<file path="src/rtl/core/twn_pkg.sv">
package twn_pkg;

  localparam logic [7:0] MARK0 = 8'hE2;
  localparam logic [7:0] MARK1 = 8'h96;
  localparam logic [7:0] MARK2 = 8'h81;
  localparam logic [7:0] SPACE = 8'h20;

  // One input byte can cause at most four pieces and six output bytes.
  localparam int MAX_PIECES = 4;
  localparam int MAX_BYTES  = 6;

  localparam logic [1:0] SP_NONE = 2'd0;
  localparam logic [1:0] SP_ONE  = 2'd1;
  localparam logic [1:0] SP_RUN  = 2'd2;

  localparam logic [1:0] REG_COLLAPSE = 2'd0;
  localparam logic [1:0] REG_PREFIX   = 2'd1;
  localparam logic [1:0] REG_LIMIT    = 2'd2;

  // A piece is either the three-byte marker or one plain byte.
  typedef struct packed {
    logic       mark;
    logic [7:0] value;
  } twn_piece_t;

  // All results caused by one input byte, handed from front to back.
  typedef struct packed {
    logic [MAX_BYTES-1:0][7:0] data;
    logic [2:0]                count;
    logic                      bare;
    logic                      last;
    logic                      ovf;
  } twn_entry_t;

endpackage

</file>
<file path="src/rtl/core/token_whitespace_normalizer.sv">
// Whitespace normalizer for a tokenizer front end. Text bytes go in one per
// transfer, the last byte of each text flagged by last_in, and the normalized
// bytes come out one per transfer, with run_last on the final result of each
// input byte and text_end on the final result of the text. The front stage
// takes one byte per cycle and turns it into all of its results at once;
// a small queue of QUEUE_DEPTH entries holds those groups, and the output
// side hands out one byte per cycle while pop is held and the queue is not
// empty. A byte with several results (up to six, for a marker, held bytes
// and the byte itself) holds the output until all are taken; the input
// stalls only when the queue is full. Configuration writes take effect at
// once and belong where no transfer is in flight; a change in the middle of
// a text applies from the next byte on.
module token_whitespace_normalizer #(
  parameter int QUEUE_DEPTH = 2
) (
  input  logic        clk,
  input  logic        rst,
  input  logic        cfg_write,
  input  logic [1:0]  cfg_index,
  input  logic [15:0] cfg_data,
  input  logic        push,
  output logic        full,
  input  logic [7:0]  in_byte,
  input  logic        last_in,
  output logic        empty,
  input  logic        pop,
  output logic [7:0]  out_byte,
  output logic        byte_valid,
  output logic        run_last,
  output logic        text_end,
  output logic        overflow
);
  import twn_pkg::*;

  logic       accept;
  logic       entry_push;
  twn_entry_t entry;
  twn_entry_t head;
  logic       head_pop;

  assign accept = push && !full;

  twn_front u_front (
    .clk        (clk),
    .rst        (rst),
    .cfg_write  (cfg_write),
    .cfg_index  (cfg_index),
    .cfg_data   (cfg_data),
    .accept     (accept),
    .in_byte    (in_byte),
    .last_in    (last_in),
    .entry_push (entry_push),
    .entry      (entry)
  );

  twn_queue #(
    .DEPTH (QUEUE_DEPTH)
  ) u_queue (
    .clk     (clk),
    .rst     (rst),
    .wr_en   (entry_push),
    .wr_data (entry),
    .full    (full),
    .rd_en   (head_pop),
    .rd_data (head),
    .empty   (empty)
  );

  twn_back u_back (
    .clk        (clk),
    .rst        (rst),
    .head       (head),
    .head_empty (empty),
    .head_pop   (head_pop),
    .pop        (pop),
    .out_byte   (out_byte),
    .byte_valid (byte_valid),
    .run_last   (run_last),
    .text_end   (text_end),
    .overflow   (overflow)
  );

endmodule

</file>
<file path="src/rtl/core/twn_front.sv">
module twn_front (
  input  logic                clk,
  input  logic                rst,
  input  logic                cfg_write,
  input  logic [1:0]          cfg_index,
  input  logic [15:0]         cfg_data,
  input  logic                accept,
  input  logic [7:0]          in_byte,
  input  logic                last_in,
  output logic                entry_push,
  output twn_pkg::twn_entry_t entry
);
  import twn_pkg::*;

  logic        collapse_mode;
  logic        add_prefix;
  logic [15:0] out_limit;

  logic [1:0]  space_pending, space_pending_next;
  logic        seen_content, seen_content_next;
  logic [1:0]  held_count, held_count_next;
  logic [15:0] held_bytes, held_bytes_next;
  logic [1:0]  byte_position;
  logic [15:0] out_count, out_count_next;
  logic        overflowed, overflowed_next;

  twn_piece_t [MAX_PIECES-1:0] pc;
  logic [2:0]                  npc;
  logic                        do_release;
  logic                        do_content;
  logic [7:0]                  expect_byte;

  logic [3:0]  cum;
  logic [2:0]  fit_n;
  logic [2:0]  used;
  logic [2:0]  pos;
  logic [MAX_BYTES-1:0][7:0] bytes;

  always_ff @(posedge clk) begin
    if (rst) begin
      collapse_mode <= 1'b1;
      add_prefix    <= 1'b1;
      out_limit     <= 16'd8191;
    end else if (cfg_write) begin
      case (cfg_index)
        REG_COLLAPSE: collapse_mode <= cfg_data[0];
        REG_PREFIX:   add_prefix    <= cfg_data[0];
        REG_LIMIT:    out_limit     <= cfg_data;
        default:      ;
      endcase
    end
  end

  // Build the list of pieces this byte causes, before the length check.
  always_comb begin : build
    space_pending_next = space_pending;
    seen_content_next  = seen_content;
    held_count_next    = held_count;
    held_bytes_next    = held_bytes;
    npc                = 3'd0;
    pc                 = '0;
    do_release         = 1'b0;
    do_content         = 1'b0;
    expect_byte        = (held_count == 2'd1) ? MARK1 : MARK2;

    if (collapse_mode || held_count != 2'd0) begin
      if (held_count != 2'd0) begin
        if (in_byte == expect_byte) begin
          if (held_count == 2'd2) begin
            pc[npc[1:0]] = '{mark: 1'b0, value: MARK0};
            npc = npc + 3'd1;
            pc[npc[1:0]] = '{mark: 1'b0, value: MARK1};
            npc = npc + 3'd1;
            pc[npc[1:0]] = '{mark: 1'b0, value: MARK2};
            npc = npc + 3'd1;
            held_count_next    = 2'd0;
            held_bytes_next    = '0;
            seen_content_next  = 1'b1;
            space_pending_next = SP_NONE;
          end else begin
            held_bytes_next[15:8] = in_byte;
            held_count_next       = 2'd2;
            do_release            = last_in;
          end
        end else begin
          do_release = 1'b1;
          do_content = 1'b1;
        end
      end else if (byte_position == 2'd0 && in_byte == MARK0) begin
        held_count_next = 2'd1;
        held_bytes_next = {8'h00, MARK0};
        do_release      = last_in;
      end else begin
        do_content = 1'b1;
      end

      if (do_release) begin
        if (add_prefix) begin
          pc[npc[1:0]] = '{mark: 1'b1, value: 8'h00};
          npc = npc + 3'd1;
        end
        if (held_count_next != 2'd0) begin
          pc[npc[1:0]] = '{mark: 1'b0, value: held_bytes_next[7:0]};
          npc = npc + 3'd1;
        end
        if (held_count_next == 2'd2) begin
          pc[npc[1:0]] = '{mark: 1'b0, value: held_bytes_next[15:8]};
          npc = npc + 3'd1;
        end
        held_count_next    = 2'd0;
        held_bytes_next    = '0;
        seen_content_next  = 1'b1;
        space_pending_next = SP_NONE;
      end

      if (do_content) begin
        if (in_byte == SPACE) begin
          if (seen_content_next) begin
            space_pending_next = SP_ONE;
          end
        end else begin
          if (!seen_content_next) begin
            if (add_prefix) begin
              pc[npc[1:0]] = '{mark: 1'b1, value: 8'h00};
              npc = npc + 3'd1;
            end
            seen_content_next = 1'b1;
          end else if (space_pending_next != SP_NONE) begin
            pc[npc[1:0]] = '{mark: 1'b1, value: 8'h00};
            npc = npc + 3'd1;
          end
          space_pending_next = SP_NONE;
          pc[npc[1:0]] = '{mark: 1'b0, value: in_byte};
          npc = npc + 3'd1;
        end
      end
    end else begin
      if (byte_position == 2'd0 && add_prefix) begin
        pc[npc[1:0]] = '{mark: 1'b1, value: 8'h00};
        npc = npc + 3'd1;
      end
      if (in_byte == SPACE) begin
        if (space_pending == SP_NONE) begin
          space_pending_next = SP_ONE;
        end else if (space_pending == SP_ONE) begin
          pc[npc[1:0]] = '{mark: 1'b0, value: SPACE};
          npc = npc + 3'd1;
          pc[npc[1:0]] = '{mark: 1'b0, value: SPACE};
          npc = npc + 3'd1;
          space_pending_next = SP_RUN;
        end else begin
          pc[npc[1:0]] = '{mark: 1'b0, value: SPACE};
          npc = npc + 3'd1;
        end
      end else begin
        if (space_pending == SP_ONE) begin
          pc[npc[1:0]] = '{mark: 1'b1, value: 8'h00};
          npc = npc + 3'd1;
        end
        space_pending_next = SP_NONE;
        pc[npc[1:0]] = '{mark: 1'b0, value: in_byte};
        npc = npc + 3'd1;
      end
      // A single space left open at the end of the text becomes a marker.
      if (last_in && space_pending_next == SP_ONE) begin
        pc[npc[1:0]] = '{mark: 1'b1, value: 8'h00};
        npc = npc + 3'd1;
      end
    end
  end

  // Pieces only grow the running length, so the ones that fit form a
  // prefix of the list and each can be checked on its own.
  always_comb begin : fit
    cum   = 4'd0;
    fit_n = 3'd0;
    used  = 3'd0;
    for (int k = 0; k < MAX_PIECES; k++) begin
      cum = cum + (pc[k].mark ? 4'd3 : 4'd1);
      if (3'(k) < npc && !overflowed &&
          ({1'b0, out_count} + 17'(cum)) <= {1'b0, out_limit}) begin
        fit_n = 3'(k + 1);
        used  = cum[2:0];
      end
    end
    overflowed_next = overflowed | (fit_n != npc);
    out_count_next  = out_count + 16'(used);
  end

  always_comb begin : expand
    pos   = 3'd0;
    bytes = '0;
    for (int k = 0; k < MAX_PIECES; k++) begin
      if (3'(k) < fit_n) begin
        if (pc[k].mark) begin
          bytes[pos]              = MARK0;
          bytes[3'(pos + 3'd1)]   = MARK1;
          bytes[3'(pos + 3'd2)]   = MARK2;
          pos = pos + 3'd3;
        end else begin
          bytes[pos] = pc[k].value;
          pos = pos + 3'd1;
        end
      end
    end
  end

  always_comb begin
    entry.data  = bytes;
    entry.bare  = (used == 3'd0);
    entry.count = (used == 3'd0) ? 3'd1 : used;
    entry.last  = last_in;
    entry.ovf   = overflowed_next;
    entry_push  = accept && (used != 3'd0 || last_in);
  end

  always_ff @(posedge clk) begin
    if (rst) begin
      space_pending <= SP_NONE;
      seen_content  <= 1'b0;
      held_count    <= 2'd0;
      held_bytes    <= '0;
      byte_position <= 2'd0;
      out_count     <= '0;
      overflowed    <= 1'b0;
    end else if (accept) begin
      if (last_in) begin
        space_pending <= SP_NONE;
        seen_content  <= 1'b0;
        held_count    <= 2'd0;
        held_bytes    <= '0;
        byte_position <= 2'd0;
        out_count     <= '0;
        overflowed    <= 1'b0;
      end else begin
        space_pending <= space_pending_next;
        seen_content  <= seen_content_next;
        held_count    <= held_count_next;
        held_bytes    <= held_bytes_next;
        byte_position <= (byte_position == 2'd3) ? 2'd3 : byte_position + 2'd1;
        out_count     <= out_count_next;
        overflowed    <= overflowed_next;
      end
    end
  end

endmodule

</file>
<file path="src/rtl/core/twn_queue.sv">
module twn_queue #(
  parameter int DEPTH = 2
) (
  input  logic                clk,
  input  logic                rst,
  input  logic                wr_en,
  input  twn_pkg::twn_entry_t wr_data,
  output logic                full,
  input  logic                rd_en,
  output twn_pkg::twn_entry_t rd_data,
  output logic                empty
);
  import twn_pkg::*;

  localparam int PW = (DEPTH > 1) ? $clog2(DEPTH) : 1;
  localparam int CW = $clog2(DEPTH + 1);

  twn_entry_t      slots [DEPTH];
  logic [PW-1:0]   wr_ptr;
  logic [PW-1:0]   rd_ptr;
  logic [CW-1:0]   count;
  logic            do_wr;
  logic            do_rd;

  assign full    = (count == CW'(DEPTH));
  assign empty   = (count == '0);
  assign do_wr   = wr_en && !full;
  assign do_rd   = rd_en && !empty;
  assign rd_data = slots[rd_ptr];

  always_ff @(posedge clk) begin
    if (do_wr) begin
      slots[wr_ptr] <= wr_data;
    end
  end

  always_ff @(posedge clk) begin
    if (rst) begin
      wr_ptr <= '0;
      rd_ptr <= '0;
      count  <= '0;
    end else begin
      if (do_wr) begin
        wr_ptr <= (wr_ptr == PW'(DEPTH - 1)) ? '0 : wr_ptr + 1'b1;
      end
      if (do_rd) begin
        rd_ptr <= (rd_ptr == PW'(DEPTH - 1)) ? '0 : rd_ptr + 1'b1;
      end
      if (do_wr && !do_rd) begin
        count <= count + 1'b1;
      end else if (do_rd && !do_wr) begin
        count <= count - 1'b1;
      end
    end
  end

endmodule

</file>
<file path="src/rtl/core/twn_back.sv">
module twn_back (
  input  logic                clk,
  input  logic                rst,
  input  twn_pkg::twn_entry_t head,
  input  logic                head_empty,
  output logic                head_pop,
  input  logic                pop,
  output logic [7:0]          out_byte,
  output logic                byte_valid,
  output logic                run_last,
  output logic                text_end,
  output logic                overflow
);
  import twn_pkg::*;

  logic [2:0] idx;
  logic       transfer;

  assign transfer   = pop && !head_empty;
  assign run_last   = (idx == head.count - 3'd1);
  assign out_byte   = head.bare ? 8'h00 : head.data[idx];
  assign byte_valid = !head.bare;
  assign text_end   = head.last && run_last;
  assign overflow   = head.ovf;
  assign head_pop   = transfer && run_last;

  // Steps through the bytes of the head entry, one per transfer.
  always_ff @(posedge clk) begin
    if (rst) begin
      idx <= 3'd0;
    end else if (transfer) begin
      idx <= run_last ? 3'd0 : idx + 3'd1;
    end
  end

endmodule

</file>
<file path="config.mk">
export PLATFORM = sky130hd
export DESIGN_NAME = token_whitespace_normalizer
export DESIGN_NICKNAME = d
export VERILOG_FILES = /design/src/rtl/core/twn_pkg.sv /design/src/rtl/core/token_whitespace_normalizer.sv /design/src/rtl/core/twn_front.sv /design/src/rtl/core/twn_queue.sv /design/src/rtl/core/twn_back.sv
export SDC_FILE = /design/constraint.sdc
export NUM_CORES = 1
export LEC_CHECK = 0
export ABC_CLOCK_PERIOD_IN_PS = 13810
export BUFFER_PORTS_ARGS = -buffer_cell sky130_fd_sc_hd__buf_2
export CAP_MARGIN = 30
export CORE_AREA = 4 4 159 161
export CTS_CLUSTER_DIAMETER = 30
export DETAILED_ROUTE_END_ITERATION = 8
export DIE_AREA = 0 0 163 165
export GPL_TIMING_DRIVEN = 0
export HOLD_SLACK_MARGIN = 0.02
export PLACE_DENSITY = 0.83
export SETUP_SLACK_MARGIN = 0.15
export SYNTH_ARGS = -nofsm -noshare
export SYNTH_HDL_FRONTEND = slang
export SYNTH_SLANG_ARGS = --single-unit
</file>
<file path="constraint.sdc">
create_clock -name clk -period 13.81 [get_ports clk]
set_input_delay 2.0715 -clock clk [delete_from_list [all_inputs] [get_ports clk]]
set_output_delay 2.0715 -clock clk [all_outputs]
set_load 0.05 [all_outputs]
</file>
==> results.json <==
{
  "status": "finished, final reports clean",
  "dr.pass1.iters": 6,
  "synth_top_area_frac": 0.237,
  "vias_per_cell": 6.68,
  "cp_max_fo": 11,
  "fin_skew_ns": 0.0172,
  "ys_warn_count": 0,
  "die_x_um": 163,
  "ios": 46,
  "ys_types": 104,
  "place.detailed.hpwl_um": 33700,
  "antenna_cells": 0,
  "postCtsHoldBufs": 0,
  "clk_latency_ns": 0.44,
  "drc": 0,
  "hold_path.class": "flip-flop to flip-flop",
  "synth-xor-area-share": 0.0521,
  "synth_commonest_cells": "nor2_1 (144), nand2_1 (127), a21oi_1 (109)",
  "grtUsageTotal": 0.330,
  "finalNetCount": 1730,
  "syn2layout_area_growth_pct": 11.5,
  "p_leak_nw": 5.99,
  "rsz0062_at_grt": "no",
  "portBuffers": 42,
  "cpMostUsedCell": "inv_1",
  "layout-drive-gt1-share": 0.131,
  "synthSimpleGateAreaFrac": 0.190,
  "ant_nets": 0,
  "die_h_um": 165,
  "h-tree-depth": 4,
  "hold_ws_ns": 0.470,
  "synth.area.top_cells": "edfxtp_1 (24%), ha_1 (9.9%), dfxtp_1 (9.6%), a21oi_1 (4.0%), nor2_1 (3.9%)",
  "endpoint_kind": "flip-flop",
  "hold_viol": 0,
  "grt_first_pass_wirelength_um": 68900,
  "max_freq_mhz": 74.5,
  "yosys.area.top_type": "edfxtp_1",
  "slew_headroom": 0.338,
  "cts_max_path_buffers": 2,
  "min_period_over_period": 0.973,
  "ys_seq_area_frac": 0.333,
  "slew_violations": 0,
  "synth-edff-count": 108,
  "core_um2": 24000,
  "initial_utilization": 0.572,
  "synth_nets": 1650,
  "vias": 12800,
  "cts_root_buffer": "clkbuf_16",
  "worst_r2r_path_depth": 54,
  "power_density_nw_per_um2": 133,
  "worstPathRequired_ns": 13.97,
  "min_period_ns": 13.43,
  "grt_max_degree": 41,
  "yosys_register_bits": 174,
  "die_area_um2": 26900,
  "synth_fa_ha_area_frac": 0.107,
  "synth_compound_area_frac": 0.213,
  "drv_cap": 0,
  "detail_route.wl_per_cell_um": 23.1,
  "worstPathArrival_ns": 13.59,
  "syn_avg_cell_area_um2": 9.12,
  "drtIter0Drc": 1869,
  "drt-total-wl_um": 44300,
  "utilization": 0.638,
  "startpoint_type": "input port",
  "rows": 57,
  "synth_area_um2": 13700,
  "async_flop_share": 0,
  "synthCells": 1504,
  "place_congestion": 0.991,
  "antenna_found_initial": 0,
  "hold_depth": 2,
  "vdd_ir_drop_max_uv": 128,
  "tightestPinTransition_ns": 0.985,
  "synthMuxAreaShare": 0.0581,
  "clk_pin_slew_ns": 0.07,
  "cts_buffers": 17,
  "criticalPathCategory": "input port to flip-flop",
  "grt_pass1_vias": 12300,
  "setup_viol": 0,
  "cpMaxStageDelayCell": "fa_2",
  "synth_top_family_by_area": "compound AO/OA/AOI/OAI gates",
  "cts_tree": "yes",
  "power_mw": 2.03,
  "cts.sinks": 174,
  "synth_ff_type": "edfxtp_1",
  "synth.most_common_cell": "nor2_1",
  "critPathMaxStageDelay_ns": 0.67,
  "grt.overflow.total": 0
}
## critical path, delay by kind of cell
| family | cells | cell delay [ns] |
|---|---|---|
| AND/OR/NAND/NOR | 17 | 3.40 |
| AO/OA/AOI/OAI | 8 | 1.98 |
| adder cells (fa/ha/maj) | 11 | 3.59 |
| XOR/XNOR | 3 | 0.56 |
| buffers and inverters | 16 | 1.96 |
## flip-flops by register name, summed over array words and instances (netlist names), 2 cells and up, named ones only
name	flops
u_front.byte_position	2
u_front.held_count	2
u_front.held_bytes	16
u_front.out_count	16
u_front.space_pending	2
u_queue.count	2
u_back.idx	3
u_queue.slots	108
u_front.out_limit	16
## stage by stage
stage,cell area [um2],setup WS (ns),instances,setup TNS [ns]
2_1_floorplan,13700,0.532,1504,0
3_3_place_gp,14300,-2.18,1870,-387.44
3_5_place_dp,14400,-2.18,1874,-263.61
4_1_cts,15100,0.222,1909,0
5_1_grt,15300,0.0497,1921,0
6_report,15300,0.379,1921,0
## path summary, 6_finish.rpt
check / start / slack, ns / endpoint
worst max-delay path: in_byte[2] / 0.38 / u_queue.slots[1][45]
worst min-delay path: u_front.out_limit[13] / 0.47 / u_front.out_limit[13]
worst max register to register: u_front.byte_position[0] / 1.88 / u_queue.slots[1][45]
worst min register to register: u_front.out_limit[13] / 0.47 / u_front.out_limit[13]
## metal layers
| metal | vias up | routed length (um) | track usage | part of all wire |
|---|---|---|---|---|
| li1 | 5781 | - | - | - |
| met3 | 141 | 4430 | 0.0674 | 0.10 |
| met1 | 6107 | 18100 | 0.447 | 0.41 |
| met4 | 0 | 1570 | 0.111 | 0.035 |
| met2 | 803 | 20200 | 0.531 | 0.46 |
| met5 | - | 0 | 0 | 0 |
## layout by cell type (no fill, tap or decap), types with 20 or more instances in the layout
cell | netlist | routed
nor2_1 | 144 | 143
nand2_1 | 127 | 126
edfxtp_1 | 108 | 108
a21oi_1 | 109 | 106
ha_1 | 108 | 105
inv_1 | 72 | 72
o21ai_0 | 68 | 67
dfxtp_1 | 66 | 66
buf_2 | 12 | 56
clkbuf_1 | 53 | 50
nand3_1 | 48 | 48
xnor2_1 | 38 | 38
xor2_1 | 37 | 36
a21o_1 | 28 | 28
and2_1 | 27 | 26
nor3_1 | 29 | 25
nand4_1 | 24 | 24
mux4_2 | 24 | 24
o22ai_1 | 24 | 23
a211o_1 | 21 | 21
mux2i_1 | 20 | 20
buf_4 | 4 | 20
## kinds of logic (layout without fill, tap and decap cells)
| logic type | after synthesis | after routing |
|---|---|---|
| AO/OA/AOI/OAI | 417 | 417 |
| XOR/XNOR | 78 | 78 |
| adder cells (fa/ha/maj) | 114 | 114 |
| buffers and inverters | 157 | 250 |
| flip-flops | 174 | 174 |
| multiplexers | 48 | 48 |
| AND/OR/NAND/NOR | 516 | 516 |
## where the power goes
group          switching [mW]  internal (mW)  leakage [nW]
logic                   0.543          0.306          4.15
clock network           0.235          0.241         0.282
registers              0.0347          0.666          1.56
## area by class of cell
type	count	area, um2
buffer	80	354
clock buffer	18	429
clock inverter	14	145
fill	2045	8680
inverter	76	290
multi-input combinational	1173	8710
sequential	174	4560
tap	324	405
timing repair buffer	62	383
## what timing repair did
item                       in CTS  in global routing
setup endpoints to repair     222                132
resized for setup              23                 21
pin swaps                       3                 12
buffers inserted                4                 12
Power figures use the tool's default switching activity.
